<file path="src/rtl/smdu_pkg.sv">
// Package for the shift / multiply / divide unit: widths, codes, control
// structs and the iteration-count and divide-check functions.
// No dependencies.
`default_nettype none
package smdu_pkg;

   localparam int WORD_W   = 16;
   localparam int ACTION_W = 2;
   localparam int FLAGS_W  = 4;
   localparam int CNT_W    = 6;

   localparam logic [CNT_W-1:0] MULDIV_STEPS = CNT_W'(WORD_W);
   localparam logic [CNT_W-1:0] RIGHT_MAX    = CNT_W'(2 * WORD_W);
   localparam logic [CNT_W-1:0] LEFT_MAX     = CNT_W'(2 * WORD_W + 1);
   localparam logic [7:0]       LEFT_LIMIT   = 8'd128;

   localparam logic [FLAGS_W-1:0] FLAGS_PRESET   = 4'b1001;
   localparam logic [FLAGS_W-1:0] FLAGS_DIV_ZERO = 4'b0011;
   localparam logic [FLAGS_W-1:0] FLAGS_DIV_OVF  = 4'b0010;

   typedef enum logic [ACTION_W-1:0] {
      ACT_ASH  = 2'd0,
      ACT_ASHC = 2'd1,
      ACT_MUL  = 2'd2,
      ACT_DIV  = 2'd3
   } action_type;

   typedef enum logic [1:0] {
      DIV_OK   = 2'd0,
      DIV_ZERO = 2'd1,
      DIV_OVF  = 2'd2
   } div_err_type;

   typedef enum logic {
      ST_IDLE = 1'b0,
      ST_RUN  = 1'b1
   } state_type;

   typedef struct packed {
      logic load;
      logic step;
      logic finish;
   } ctrl_type;

   function automatic div_err_type div_check(input logic [WORD_W-1:0] high,
                                             input logic [WORD_W-1:0] divisor);
      div_err_type err;
      if (divisor == '0) begin
         err = DIV_ZERO;
      end else if (high >= divisor) begin
         err = DIV_OVF;
      end else begin
         err = DIV_OK;
      end
      return err;
   endfunction

   // Long shifts saturate: past these counts the words and carry stop changing.
   function automatic logic [CNT_W-1:0] iter_count(input logic [ACTION_W-1:0] action,
                                                   input logic [WORD_W-1:0]   high,
                                                   input logic [WORD_W-1:0]   operand);
      logic [7:0]       sc;
      logic [7:0]       k;
      logic [CNT_W-1:0] n;
      sc = operand[7:0];
      k  = 8'(~sc + 8'd1);
      n  = '0;
      case (action_type'(action)) inside
         ACT_ASH, ACT_ASHC: begin
            if (sc == 8'd0) begin
               n = '0;
            end else if (sc > LEFT_LIMIT) begin
               n = (k > 8'(RIGHT_MAX)) ? RIGHT_MAX : k[CNT_W-1:0];
            end else begin
               n = (sc > 8'(LEFT_MAX)) ? LEFT_MAX : sc[CNT_W-1:0];
            end
         end
         ACT_MUL: n = MULDIV_STEPS;
         default: n = (div_check(high, operand) == DIV_OK) ? MULDIV_STEPS : '0;
      endcase
      return n;
   endfunction

endpackage
`default_nettype wire

</file>
<file path="src/rtl/smdu_if.sv">
// Request and response channel interfaces for the shift / multiply / divide unit.
// Depends on smdu_pkg.
`default_nettype none
interface smdu_req_if;
   import smdu_pkg::*;
   logic                valid;
   logic                ready;
   logic [ACTION_W-1:0] action;
   logic [WORD_W-1:0]   reg_low;
   logic [WORD_W-1:0]   reg_high;
   logic [WORD_W-1:0]   operand;
   modport source (output valid, action, reg_low, reg_high, operand, input ready);
   modport sink   (input valid, action, reg_low, reg_high, operand, output ready);
endinterface

interface smdu_rsp_if;
   import smdu_pkg::*;
   logic               valid;
   logic               ready;
   logic [WORD_W-1:0]  new_low;
   logic [WORD_W-1:0]  new_high;
   logic [FLAGS_W-1:0] flags;
   modport source (output valid, new_low, new_high, flags, input ready);
   modport sink   (input valid, new_low, new_high, flags, output ready);
endinterface
`default_nettype wire

</file>
<file path="src/rtl/shift_multiply_divide_unit.sv">
// Shift / multiply / divide unit top level: sequencer, datapath, result register.
// Depends on smdu_pkg, smdu_if, smdu_seq, smdu_core.
//
// Executes arithmetic shift, combined 32-bit shift, unsigned 16x16 multiply
// and unsigned 32/16 divide on a register pair, giving new words and NZVC.
// req_chan carries one operation per beat; rsp_chan returns one result beat
// per request, in order. Both use valid/ready; a beat moves when both are high.
// One shared add/subtract/shift unit runs one bit per cycle under a counter.
// Multiply and divide iterate over all word bits; shifts iterate over min(count, 33)
// bits left or min(256 - count, 32) bits right; a zero shift count, divide by zero
// or overflow goes from accept to the result register with no iteration.
// The next request is taken in the same cycle a result is registered.
// If the receiver stalls, the finished result waits in the output register;
// the next item is still accepted and runs, and holds at its end until the
// output register empties. Reset (synchronous) empties the output register
// and returns the sequencer to idle.
`default_nettype none
module shift_multiply_divide_unit (
   input  logic      clock,
   input  logic      reset,
   smdu_req_if.sink  req_chan,
   smdu_rsp_if.source rsp_chan
);
   import smdu_pkg::*;

   ctrl_type           ctrl;
   logic               out_free;
   logic [WORD_W-1:0]  core_low, core_high;
   logic [FLAGS_W-1:0] core_flags;

   logic               rsp_valid_ff, rsp_valid_in;
   logic [WORD_W-1:0]  rsp_low_ff, rsp_low_in;
   logic [WORD_W-1:0]  rsp_high_ff, rsp_high_in;
   logic [FLAGS_W-1:0] rsp_flags_ff, rsp_flags_in;

   assign out_free = !rsp_valid_ff || rsp_chan.ready;

   smdu_seq u_seq (
      .clock        (clock),
      .reset        (reset),
      .req_valid    (req_chan.valid),
      .req_action   (req_chan.action),
      .req_reg_high (req_chan.reg_high),
      .req_operand  (req_chan.operand),
      .out_free     (out_free),
      .req_ready    (req_chan.ready),
      .ctrl         (ctrl)
   );

   smdu_core u_core (
      .clock        (clock),
      .ctrl         (ctrl),
      .req_action   (req_chan.action),
      .req_reg_low  (req_chan.reg_low),
      .req_reg_high (req_chan.reg_high),
      .req_operand  (req_chan.operand),
      .new_low      (core_low),
      .new_high     (core_high),
      .flags        (core_flags)
   );

   always_ff @(posedge clock) begin
      if (reset) begin
         rsp_valid_ff <= 1'b0;
      end else begin
         rsp_valid_ff <= rsp_valid_in;
      end
      rsp_low_ff   <= rsp_low_in;
      rsp_high_ff  <= rsp_high_in;
      rsp_flags_ff <= rsp_flags_in;
   end

   always_comb begin
      rsp_valid_in = rsp_valid_ff && !rsp_chan.ready;
      rsp_low_in   = rsp_low_ff;
      rsp_high_in  = rsp_high_ff;
      rsp_flags_in = rsp_flags_ff;
      if (ctrl.finish) begin
         rsp_valid_in = 1'b1;
         rsp_low_in   = core_low;
         rsp_high_in  = core_high;
         rsp_flags_in = core_flags;
      end
   end

   assign rsp_chan.valid    = rsp_valid_ff;
   assign rsp_chan.new_low  = rsp_low_ff;
   assign rsp_chan.new_high = rsp_high_ff;
   assign rsp_chan.flags    = rsp_flags_ff;

   a_finish_free: assert property (@(posedge clock) disable iff (reset)
      ctrl.finish |-> out_free)
      else $error("result registered over an untaken beat");

   a_finish_valid: assert property (@(posedge clock) disable iff (reset)
      ctrl.finish |=> rsp_valid_ff)
      else $error("finished item did not raise response valid");

   a_busy_no_ready: assert property (@(posedge clock) disable iff (reset)
      ctrl.step |-> !req_chan.ready)
      else $error("request accepted while iterating");

   a_step_excl: assert property (@(posedge clock) disable iff (reset)
      ctrl.step |-> !ctrl.finish && !ctrl.load)
      else $error("step overlaps load or finish");

endmodule
`default_nettype wire

</file>
<file path="src/rtl/smdu_seq.sv">
// Sequencer: idle/run state machine and iteration counter that steps the
// shared arithmetic unit. Depends on smdu_pkg.
`default_nettype none
module smdu_seq (
   input  logic                            clock,
   input  logic                            reset,
   input  logic                            req_valid,
   input  logic [smdu_pkg::ACTION_W-1:0]   req_action,
   input  logic [smdu_pkg::WORD_W-1:0]     req_reg_high,
   input  logic [smdu_pkg::WORD_W-1:0]     req_operand,
   input  logic                            out_free,
   output logic                            req_ready,
   output smdu_pkg::ctrl_type              ctrl
);
   import smdu_pkg::*;

   state_type        state_ff, state_in;
   logic [CNT_W-1:0] cnt_ff, cnt_in;
   logic             done;

   always_ff @(posedge clock) begin
      if (reset) begin
         state_ff <= ST_IDLE;
         cnt_ff   <= '0;
      end else begin
         state_ff <= state_in;
         cnt_ff   <= cnt_in;
      end
   end

   always_comb begin
      done        = (state_ff == ST_RUN) && (cnt_ff == '0);
      ctrl.finish = done && out_free;
      ctrl.step   = (state_ff == ST_RUN) && (cnt_ff != '0);
      req_ready   = (state_ff == ST_IDLE) || ctrl.finish;
      ctrl.load   = req_valid && req_ready;
      state_in    = state_ff;
      cnt_in      = cnt_ff;
      unique case (state_ff)
         ST_IDLE: begin
            if (ctrl.load) begin
               state_in = ST_RUN;
               cnt_in   = iter_count(req_action, req_reg_high, req_operand);
            end
         end
         ST_RUN: begin
            if (ctrl.step) begin
               cnt_in = cnt_ff - CNT_W'(1);
            end else if (ctrl.load) begin
               cnt_in = iter_count(req_action, req_reg_high, req_operand);
            end else if (ctrl.finish) begin
               state_in = ST_IDLE;
            end
         end
         default: state_in = ST_IDLE;
      endcase
   end

endmodule
`default_nettype wire

</file>
<file path="src/rtl/smdu_core.sv">
// Datapath: word registers and one shared 17-bit add/subtract and shift unit,
// plus result and flag forming. Depends on smdu_pkg.
`default_nettype none
module smdu_core (
   input  logic                           clock,
   input  smdu_pkg::ctrl_type             ctrl,
   input  logic [smdu_pkg::ACTION_W-1:0]  req_action,
   input  logic [smdu_pkg::WORD_W-1:0]    req_reg_low,
   input  logic [smdu_pkg::WORD_W-1:0]    req_reg_high,
   input  logic [smdu_pkg::WORD_W-1:0]    req_operand,
   output logic [smdu_pkg::WORD_W-1:0]    new_low,
   output logic [smdu_pkg::WORD_W-1:0]    new_high,
   output logic [smdu_pkg::FLAGS_W-1:0]   flags
);
   import smdu_pkg::*;

   action_type        act_ff, act_in;
   logic [WORD_W-1:0] lo_ff, lo_in;
   logic [WORD_W-1:0] hi_ff, hi_in;
   logic [WORD_W-1:0] op_ff, op_in;
   logic              c_ff, c_in;
   logic              left_ff, left_in;
   logic              zero_ff, zero_in;
   div_err_type       err_ff, err_in;

   logic [WORD_W:0]   add_a, add_b;
   logic              add_sub;
   logic [WORD_W+1:0] add_sum;
   logic              pair_zero;
   action_type        ld_act;

   always_ff @(posedge clock) begin
      act_ff  <= act_in;
      lo_ff   <= lo_in;
      hi_ff   <= hi_in;
      op_ff   <= op_in;
      c_ff    <= c_in;
      left_ff <= left_in;
      zero_ff <= zero_in;
      err_ff  <= err_in;
   end

   // shared adder: multiply accumulates, divide trial-subtracts
   always_comb begin
      add_sub = (act_ff == ACT_DIV);
      add_a   = (act_ff == ACT_MUL) ? {1'b0, hi_ff} : {hi_ff, lo_ff[WORD_W-1]};
      add_b   = (act_ff == ACT_MUL && !lo_ff[0]) ? '0 : {1'b0, op_ff};
      add_sum = {1'b0, add_a} + {1'b0, add_sub ? ~add_b : add_b}
                + (WORD_W+2)'(add_sub);
   end

   always_comb begin
      ld_act  = action_type'(req_action);
      act_in  = act_ff;
      lo_in   = lo_ff;
      hi_in   = hi_ff;
      op_in   = op_ff;
      c_in    = c_ff;
      left_in = left_ff;
      zero_in = zero_ff;
      err_in  = err_ff;
      if (ctrl.load) begin
         act_in  = ld_act;
         lo_in   = req_reg_low;
         hi_in   = (ld_act == ACT_ASH) ? {WORD_W{req_reg_low[WORD_W-1]}} :
                   (ld_act == ACT_MUL) ? '0 : req_reg_high;
         op_in   = (ld_act == ACT_ASH) ? req_reg_high : req_operand;
         c_in    = 1'b1;
         left_in = !req_operand[7] || (req_operand[7:0] == LEFT_LIMIT);
         zero_in = (req_operand[7:0] == 8'd0);
         err_in  = div_check(req_reg_high, req_operand);
      end else if (ctrl.step) begin
         case (act_ff) inside
            ACT_ASH, ACT_ASHC: begin
               if (left_ff) begin
                  c_in  = (act_ff == ACT_ASH) ? lo_ff[WORD_W-1] : hi_ff[WORD_W-1];
                  hi_in = {hi_ff[WORD_W-2:0], lo_ff[WORD_W-1]};
                  lo_in = {lo_ff[WORD_W-2:0], 1'b0};
               end else begin
                  c_in  = lo_ff[0];
                  hi_in = {hi_ff[WORD_W-1], hi_ff[WORD_W-1:1]};
                  lo_in = {hi_ff[0], lo_ff[WORD_W-1:1]};
               end
            end
            ACT_MUL: begin
               hi_in = add_sum[WORD_W:1];
               lo_in = {add_sum[0], lo_ff[WORD_W-1:1]};
            end
            default: begin
               hi_in = add_sum[WORD_W+1] ? add_sum[WORD_W-1:0] : add_a[WORD_W-1:0];
               lo_in = {lo_ff[WORD_W-2:0], add_sum[WORD_W+1]};
            end
         endcase
      end
   end

   always_comb begin
      pair_zero = ({hi_ff, lo_ff} == '0);
      new_low   = lo_ff;
      new_high  = hi_ff;
      flags     = FLAGS_PRESET;
      case (act_ff)
         ACT_ASH: begin
            new_high = op_ff;
            if (!zero_ff) begin
               flags = {lo_ff[WORD_W-1], lo_ff == '0, lo_ff[WORD_W-1] ^ c_ff, c_ff};
            end
         end
         ACT_ASHC: begin
            if (!zero_ff) begin
               flags = {hi_ff[WORD_W-1], pair_zero, left_ff & pair_zero & c_ff, c_ff};
            end
         end
         ACT_MUL: flags = {hi_ff[WORD_W-1], pair_zero, 1'b0, 1'b1};
         default: begin
            case (err_ff)
               DIV_ZERO: flags = FLAGS_DIV_ZERO;
               DIV_OVF:  flags = FLAGS_DIV_OVF;
               default:  flags = {lo_ff[WORD_W-1], lo_ff == '0, 1'b0, 1'b1};
            endcase
         end
      endcase
   end

endmodule
`default_nettype wire
</file>
<file path="src/flat_wrapper.sv">
// flat-port wrapper written by rule: the top's interface ports become plain ports
module shift_multiply_divide_unit_flat import smdu_pkg::*;
  (clock, reset, req_chan_valid, req_chan_action, req_chan_reg_low, req_chan_reg_high, req_chan_operand, req_chan_ready, rsp_chan_valid, rsp_chan_new_low, rsp_chan_new_high, rsp_chan_flags, rsp_chan_ready);
  smdu_req_if req_chan_i ();
  smdu_rsp_if rsp_chan_i ();
  input  logic clock;
  input  logic reset;
  input wire logic [$bits(req_chan_i.valid)-1:0] req_chan_valid;
  input wire logic [$bits(req_chan_i.action)-1:0] req_chan_action;
  input wire logic [$bits(req_chan_i.reg_low)-1:0] req_chan_reg_low;
  input wire logic [$bits(req_chan_i.reg_high)-1:0] req_chan_reg_high;
  input wire logic [$bits(req_chan_i.operand)-1:0] req_chan_operand;
  output wire logic [$bits(req_chan_i.ready)-1:0] req_chan_ready;
  output wire logic [$bits(rsp_chan_i.valid)-1:0] rsp_chan_valid;
  output wire logic [$bits(rsp_chan_i.new_low)-1:0] rsp_chan_new_low;
  output wire logic [$bits(rsp_chan_i.new_high)-1:0] rsp_chan_new_high;
  output wire logic [$bits(rsp_chan_i.flags)-1:0] rsp_chan_flags;
  input wire logic [$bits(rsp_chan_i.ready)-1:0] rsp_chan_ready;
  assign req_chan_i.valid = req_chan_valid;
  assign req_chan_i.action = req_chan_action;
  assign req_chan_i.reg_low = req_chan_reg_low;
  assign req_chan_i.reg_high = req_chan_reg_high;
  assign req_chan_i.operand = req_chan_operand;
  assign req_chan_ready = req_chan_i.ready;
  assign rsp_chan_valid = rsp_chan_i.valid;
  assign rsp_chan_new_low = rsp_chan_i.new_low;
  assign rsp_chan_new_high = rsp_chan_i.new_high;
  assign rsp_chan_flags = rsp_chan_i.flags;
  assign rsp_chan_i.ready = rsp_chan_ready;
  shift_multiply_divide_unit u_core (.clock(clock), .reset(reset), .req_chan(req_chan_i), .rsp_chan(rsp_chan_i));
endmodule
</file>
<file path="config.mk">
export PLATFORM = sky130hd
export DESIGN_NAME = shift_multiply_divide_unit_flat
export DESIGN_NICKNAME = d
export VERILOG_FILES = /design/src/rtl/smdu_pkg.sv /design/src/rtl/smdu_if.sv /design/src/rtl/shift_multiply_divide_unit.sv /design/src/rtl/smdu_seq.sv /design/src/rtl/smdu_core.sv /design/src/flat_wrapper.sv
export SDC_FILE = /design/constraint.sdc
export NUM_CORES = 1
export LEC_CHECK = 0
export BUFFER_PORTS_ARGS = -buffer_cell sky130_fd_sc_hd__buf_2
export CORE_MARGIN = 2
export CORE_UTILIZATION = 40
export CTS_BUF_LIST = sky130_fd_sc_hd__clkbuf_4
export DETAILED_ROUTE_END_ITERATION = 10
export PLACE_DENSITY_LB_ADDON = 0.25
export SLEW_MARGIN = 20
export SYNTH_ARGS = -nofsm -noshare
export SYNTH_HDL_FRONTEND = slang
export SYNTH_SLANG_ARGS = --single-unit
</file>
<file path="constraint.sdc">
create_clock -name clock -period 5.1 [get_ports clock]
set_clock_uncertainty 0.2 [all_clocks]
set_input_delay 0.255 -clock clock [delete_from_list [all_inputs] [get_ports clock]]
set_output_delay 0.255 -clock clock [all_outputs]
set_load 0.005 [all_outputs]
</file>
== Word level (Yosys, flattened, before mapping) ==
Index checks and enable logic that the tools add are counted.
Storage, ports and cells
  bits in registers: 99
  input bits: 54
  output and inout port bits: 38
  logic and storage cells: 121
Operators by class
  add/subtract/negate cells: 4
  magnitude comparators: 4
  eq/ne operators: 11
  mux-type cells: 52
  bitwise logic cells: 6
  reductions and logical operators: 29
Operator list (number)
  $mux W16: 16
  $mux W6: 9
  $mux W17: 2
  $logic_not A16 Y1: 2
  $logic_not A32 Y1: 1
  $mux W5: 4
  $add A17 B17 Y18: 1
  $add A18 B1 Y18: 1
  $not A16 Y17: 1
  $ge A16 B16 Y1: 1
  $gt A8 B6 Y1 const B: 2
  $mux W2: 8
  $pmux W4 S3: 1
  $pmux W6 S2: 1
  $add A8 B1 Y8 const B: 1
  $eq A2 B2 Y1 const B: 4
  $eq A8 B8 Y1 const B: 1
  $gt A8 B8 Y1 const B: 1
  $logic_not A2 Y1: 4
  $logic_not A8 Y1: 1
  $mux W4: 2
  $not A8 Y8: 1
  $pmux W4 S2: 1
  $mux W1: 7
  16 further kinds: 33

== Logic depth before layout (Yosys ltp) ==
  depth in word-level cells: 15
  depth in mapped cells: 16
  gate-level depth less buffers: 13

== By module ==
From an unflattened synthesis, not the netlist that was laid out.
Second synthesis, totals
  cells, all modules: 800
  area total of the unflattened synthesis: 7407.1 µm²
Modules (own cells, without submodules)
  smdu_core: times used 1, cells each 603, area an instance 5103.6 µm², sequential area each 1641.6 µm²
  smdu_seq: times used 1, cells each 157, area an instance 1176.1 µm², sequential area each 140.1 µm²
  shift_multiply_divide_unit: times used 1, cells each 40, area an instance 1127.3 µm², sequential area each 1101.1 µm²

== Worst setup path after synthesis ==
Ideal clock, no wire load.
  kind: reg-to-reg
  start point: register u_core.u_core.act_ff[0]
  end point: register u_core.u_core.hi_ff[13] (data pin)
  library setup time: 0.167 ns
  arrival time: 3.646 ns
  required time: 4.733 ns
  setup slack: 1.086 ns
  cell stages (with the launch flop): 16
  path buffers: 2
  clock period less this slack: 4.014 ns
  cell sequence: edfxtp_1 > inv_1 > nand2_1 > clkbuf_1 > nor2_1 > clkbuf_1 > nor2_1 > fa_1 > a211oi_1 > o21ai_1 > a2111oi_0 > o31ai_1 > a21oi_1 > xor2_1 > a21o_1 > a221oi_2
Between the ends
  word-level cells in the longest chain between the ends: 12
  elaborated cells between the ends (all ways): 17
  classes of those cells: add/sub: 2; eq/ne: 3; mux: 8; bitwise: 1; reduce/logical: 3
RTL lines
  start, declared: line smdu_core.sv:17  | action_type act_ff, act_in;
  start signal, assigned: line smdu_core.sv:33  | act_ff <= act_in;
  $eq A2 B2 Y1: line smdu_core.sv:46, smdu_core.sv:47
  $logic_and A1 B1 Y1: line smdu_core.sv:47  | add_b = (act_ff == ACT_MUL && !lo_ff[0]) ? '0 : {1'b0, op_ff};
  $mux W16: line smdu_core.sv:47
  $not A16 Y17: line smdu_core.sv:48  | add_sum = {1'b0, add_a} + {1'b0, add_sub ? ~add_b : add_b}
  $mux W17: line smdu_core.sv:48
  $add A17 B17 Y18: line smdu_core.sv:48
  $add A18 B1 Y18: line smdu_core.sv:49  | + (WORD_W+2)'(add_sub);
  $mux W16: line smdu_core.sv:90  | hi_in = add_sum[WORD_W+1] ? add_sum[WORD_W-1:0] : add_a[WORD_W-1:0];
  $mux W16: line smdu_core.sv:73  | case (act_ff) inside
  $mux W16 (*): line smdu_core.sv:73
  $mux W16 (*): line smdu_core.sv:72  | end else if (ctrl.step) begin
  $mux W16 (*): line smdu_core.sv:62  | if (ctrl.load) begin
  net u_core.u_core.hi_in[13]: line smdu_core.sv:19  | logic [WORD_W-1:0] hi_ff, hi_in;
  end signal, assigned: line smdu_core.sv:35  | hi_ff <= hi_in;
  end, declared: line smdu_core.sv:19
The timed path passes the listed nets; every way through them passes the cells marked *. The select of a mux whose other input is x is not followed.
A chain may end at the register's enable or synchronous reset.

== Worst setup path in the final report ==
  start point: register u_core.u_core.act_ff[1]
  end point: register u_core.u_core.hi_ff[14] (data pin)
The elaborated chain is that of the path after synthesis.

==> impl_summary.txt <==
----------------------------------------------------
[Setup path]
  Critical path type ... flip-flop to flip-flop
  Endpoint of the worst-slack reg-to-reg timing path ... u_core.u_core.hi_ff[14]$_DFFE_PP_
  CP Launch Type ... flip-flop
  Worst setup path startpoint ... u_core.u_core.act_ff[1]$_DFFE_PP_
  Cells on worst reg2reg path ... 14
  Worst reg2reg path startpoint ... u_core.u_core.act_ff[1]$_DFFE_PP_
  Maximum net fanout on the critical path ... 21
  Flop2flop setup slack ... 0.73 ns
  Required @ worst endpoint ... 5.18 ns
  Category of the worst setup path capture point ... flip-flop
  Endpoint of the most critical setup path ... u_core.u_core.hi_ff[14]$_DFFE_PP_
  Data arrival time of the critical path ... 4.44 ns

[Cells and area]
  Most frequent standard cell in the layout excluding fill and tap cells ... nand2_1
  Sequential cell area ... 0.00288 mm^2
  Net total in the final layout ... 977
  Fraction of layout instances using a drive strength above 1 ... 18.0%
  Most used cells in the layout excluding fill and tap cells ... 103 x nand2_1, 91 x buf_2, 90 x edfxtp_1
  Multi-input gate area ... 0.00378 mm^2
  P&R area growth vs syn ... 20.0%
  Fill cells ... 1,644

[Clock tree]
  Number of buffers inserted during clock tree synthesis ... 9
  Number of buffers inserted for hold repair after clock tree synthesis ... 50
  Buffer count from post-CTS setup fixing ... 0
  Post-CTS resize count ... 0
  Clock tree from TritonCTS ... done
  CTS clk-pin slew, worst paths ... 0.17 ns
  CTS sink count ... 99
  Clock root buffer ... clkbuf_4
  Clock tree buffer depth ... 2
  Insertion delay of the later-clocked pin in the worst-skew pair ... 0.50 ns
  Number of H-tree levels ... 3

[Drt]
  Count of nets left with antenna violations after detail routing ... 0
  Detailed-route via count ... 6,164
  Number of remaining DRC errors ... 0
  Met1 Wirelength ... 9180 um
  Number of iterations in the first detailed-routing pass ... 5
  Total Wirelength ... 19,300 um
  Starting DRC count in detailed routing ... 524
  Average wire length per cell after detail routing ... 17.3 um
  Total length of routed met3 wires ... 1060 um
  Top routing layer in use ... met4
  Post-detailed-route via-to-cell ratio ... 5.53
  Met2 WL ... 8820 um

[Power and ir drop]
  Sw Pwr ... 1.46 mW
  Internal power component ... 1.95 mW
  Combinational power share ... 48.0%
  Leak ... 3.44 nW
  Switching power as a share of total power ... 42.9%
  Cell area power density ... 410 mW/mm^2
  Power consumption ... 3.41 mW
  Worst voltage drop across the vdd grid ... 0.141 mV
  Clk network pwr share ... 12.7%
  Reg power frac ... 39.3%

[Run status]
  Result of the run ... finished clean

[Timing]
  Summed negative setup slack over all endpoints ... 0 ns
  Headroom to the max-slew limit ... 34.7%
  Actual transition at the worst max-transition pin ... 0.979 ns
  Setup repair after global routing missed its margin ... false
  Min Tclk post-route ... 4.37 ns
  Final slew viol count ... 0
  Final period util ... 85.6%
  Maximum clock rate ... 229 MHz
  Setup Viol. Count Final ... 0
  Final count of hold timing violations ... 0

[Synth]
  Synthesis-stage register bit count ... 99
  Net Count, Synth ... 843
  Syn. warnings ... 0
  Share of synthesized area occupied by flip-flops and latches ... 41.5%
  Post-synthesis instance total ... 750
  Count of unique library cells instantiated by Yosys ... 68
  Most common flop cell mapped by yosys ... edfxtp_1
  Count of flip-flops with a built-in enable after synthesis ... 90
  Syn Std Cell Area ... 0.00695 mm^2
  Mean cell area of the mapped netlist ... 9.26 um^2
  Async set-or-reset flop fraction in the synthesized netlist ... 0%

[GRT]
  Maximum number of pins on one net before global-route repair ... 37
  Remaining global-route overflow ... 0
  First-pass GRT wire length ... 30,600 um
  Number of global-route vias before repair ... 5,633
  GR Util All Layers ... 21.5%
  Number of antenna violations at the first check in global routing ... 1

[Floorplanning]
  Boundary Pins ... 92
  Starting density of the core ... 40.6%
  Width of the die ... 136 um
  Cell row count ... 48
  Die Height ... 136 um
  Core area ... 0.0171 mm^2
  Die area ... 0.0184 mm^2

[Placement]
  Half-perimeter wire length after detailed placement ... 13,800 um
  Count of port buffers added during placement ... 91
  Placer Congestion ... 0.930

[Run]
  Number of maximum-capacitance violations ... 0

[Min path]
  HP Class ... input port to flip-flop

----------------------------------------------------
-- critical path: stages (launching register included) --
cell       delay, ns
edfxtp_1        0.41
buf_4           0.26
nand2_1         0.26
nor2_1          0.22
buf_4           0.19
nor2_1          0.08
fa_1            0.46
a211oi_1        0.36
o21ai_1         0.16
a2111oi_0       0.62
o31ai_1         0.21
a21oi_1         0.21
xor2_1          0.26
o211ai_1        0.11
o211a_1         0.15
-- cell usage after synthesis (all sizes together) (2+ instances only) --
cell / number / area share [%]
a21o: 14 / 1.5
and3: 3 / 0.27
nand3b: 3 / 0.32
clkbuf: 26 / 1.4
o21a: 2 / 0.22
o21ai: 69 / 5.2
a21oi: 53 / 3.8
nand2b: 8 / 0.72
o31ai: 3 / 0.32
nor3: 18 / 1.4
nand3: 14 / 1.0
a311o: 2 / 0.29
nand4: 4 / 0.36
nand2: 105 / 5.7
o22ai: 2 / 0.18
and2: 2 / 0.18
dfxtp: 9 / 2.6
a221oi: 3 / 0.47
or2: 4 / 0.36
o221ai: 4 / 0.50
ha: 38 / 6.8
a31o: 2 / 0.25
xor2: 7 / 0.88
nor4: 16 / 1.4
xnor2: 27 / 3.4
a211oi: 15 / 1.6
o211ai: 4 / 0.43
nor2: 58 / 3.1
mux2i: 30 / 4.3
o311ai: 3 / 0.38
a2111oi: 9 / 1.1
nor2b: 13 / 1.2
inv: 33 / 1.8
buf: 12 / 1.1
mux2: 18 / 3.0
a31oi: 6 / 0.54
a211o: 2 / 0.25
or3: 2 / 0.18
edfxtp: 90 / 39
-- power by group through the flow --
stage	Clock, mW	Sequential (mW)	Combinational (mW)
after floorplan	0	1.27	1.20
after global placement	0	1.36	1.56
after detailed placement	0	1.36	1.56
after CTS	0.451	1.34	1.61
after global routing	0.484	1.36	1.81
final	0.434	1.34	1.64
-- through the flow --
stage | setup slack, ns | std cells | util [%] | hold slack, ns | area [um^2]
floorplan | 1.09 | 750 | - | 0.154 | 6950
global placement | 0.972 | 1047 | 44.8 | 0.257 | 7660
detailed placement | 0.917 | 1047 | 44.8 | 0.256 | 7660
CTS | 0.884 | 1113 | 48.5 | 0.0215 | 8310
global route | 0.527 | 1115 | 48.7 | 0.0757 | 8340
finish | 0.732 | 1115 | 48.7 | 0.0374 | 8340
-- kinds of logic (layout without fill, tap and decap cells) --
family,count (synthesis),after routing,share of synthesized area (%)
DFF,99,99,41.5
muxes,48,48,7.29
and+or+nand+nor,254,254,16.8
xor gates and xnor gates,34,34,4.29
other,0,1,0
buffers and inverters,71,210,4.29
AOI/OAI and AO/OA,205,205,18.8
adders and majority gates,39,39,7.13
-- area by class of cell --
| class | instances | area share, % |
|---|---|---|
| Clock buffer | 10 | 0.900 |
| Antenna cell | 1 | 0.0300 |
| Tap cell | 225 | 3.38 |
| Clock inverter | 6 | 0.825 |
| Timing Repair Buffer | 161 | 13.5 |
| Multi-Input combinational cell | 580 | 45.3 |
| Sequential cell | 99 | 34.6 |
| Inverter | 33 | 1.49 |
-- layer usage --
metal / vias to the layer above / global-route usage (%)
met1: 2913 / 31.9
met5: - / 0
met3: 21 / 2.51
met2: 192 / 33.5
li1: 3038 / -
met4: 0 / 4.86
-- registers in the layout, indices dropped and copies added (netlist names) --
signal	count
u_core.rsp_chan.flags	4
u_core.rsp_chan.new_high	16
u_core.rsp_chan.new_low	16
u_core.rsp_chan.valid	1
u_core.u_core.act_ff	2
u_core.u_core.c_ff	1
u_core.u_core.err_ff	2
u_core.u_core.hi_ff	16
u_core.u_core.left_ff	1
u_core.u_core.new_low	16
u_core.u_core.op_ff	16
u_core.u_core.zero_ff	1
u_core.u_seq.cnt_ff	6
u_core.u_seq.state_ff	1
-- worst min path at each step --
stage	to	slack, ns	cells past startpoint	start
2_1_floorplan	u_core.u_core.act_ff[0]$_DFFE_PP_	0.15	0	req_chan_action[0]
3_3_place_gp	u_core.u_seq.cnt_ff[5]$_SDFFE_PP0P_	0.26	1	u_core.u_seq.cnt_ff[5]$_SDFFE_PP0P_
3_5_place_dp	u_core.u_seq.cnt_ff[5]$_SDFFE_PP0P_	0.26	1	u_core.u_seq.cnt_ff[5]$_SDFFE_PP0P_
4_1_cts	u_core.u_core.op_ff[1]$_DFFE_PP_	0.02	3	req_chan_operand[1]
5_1_grt	u_core.u_core.err_ff[0]$_DFFE_PP_	0.08	3	req_chan_operand[14]
6_report	u_core.u_core.op_ff[1]$_DFFE_PP_	0.04	3	req_chan_operand[1]
No activity file was read; power rests on OpenSTA's default activity.
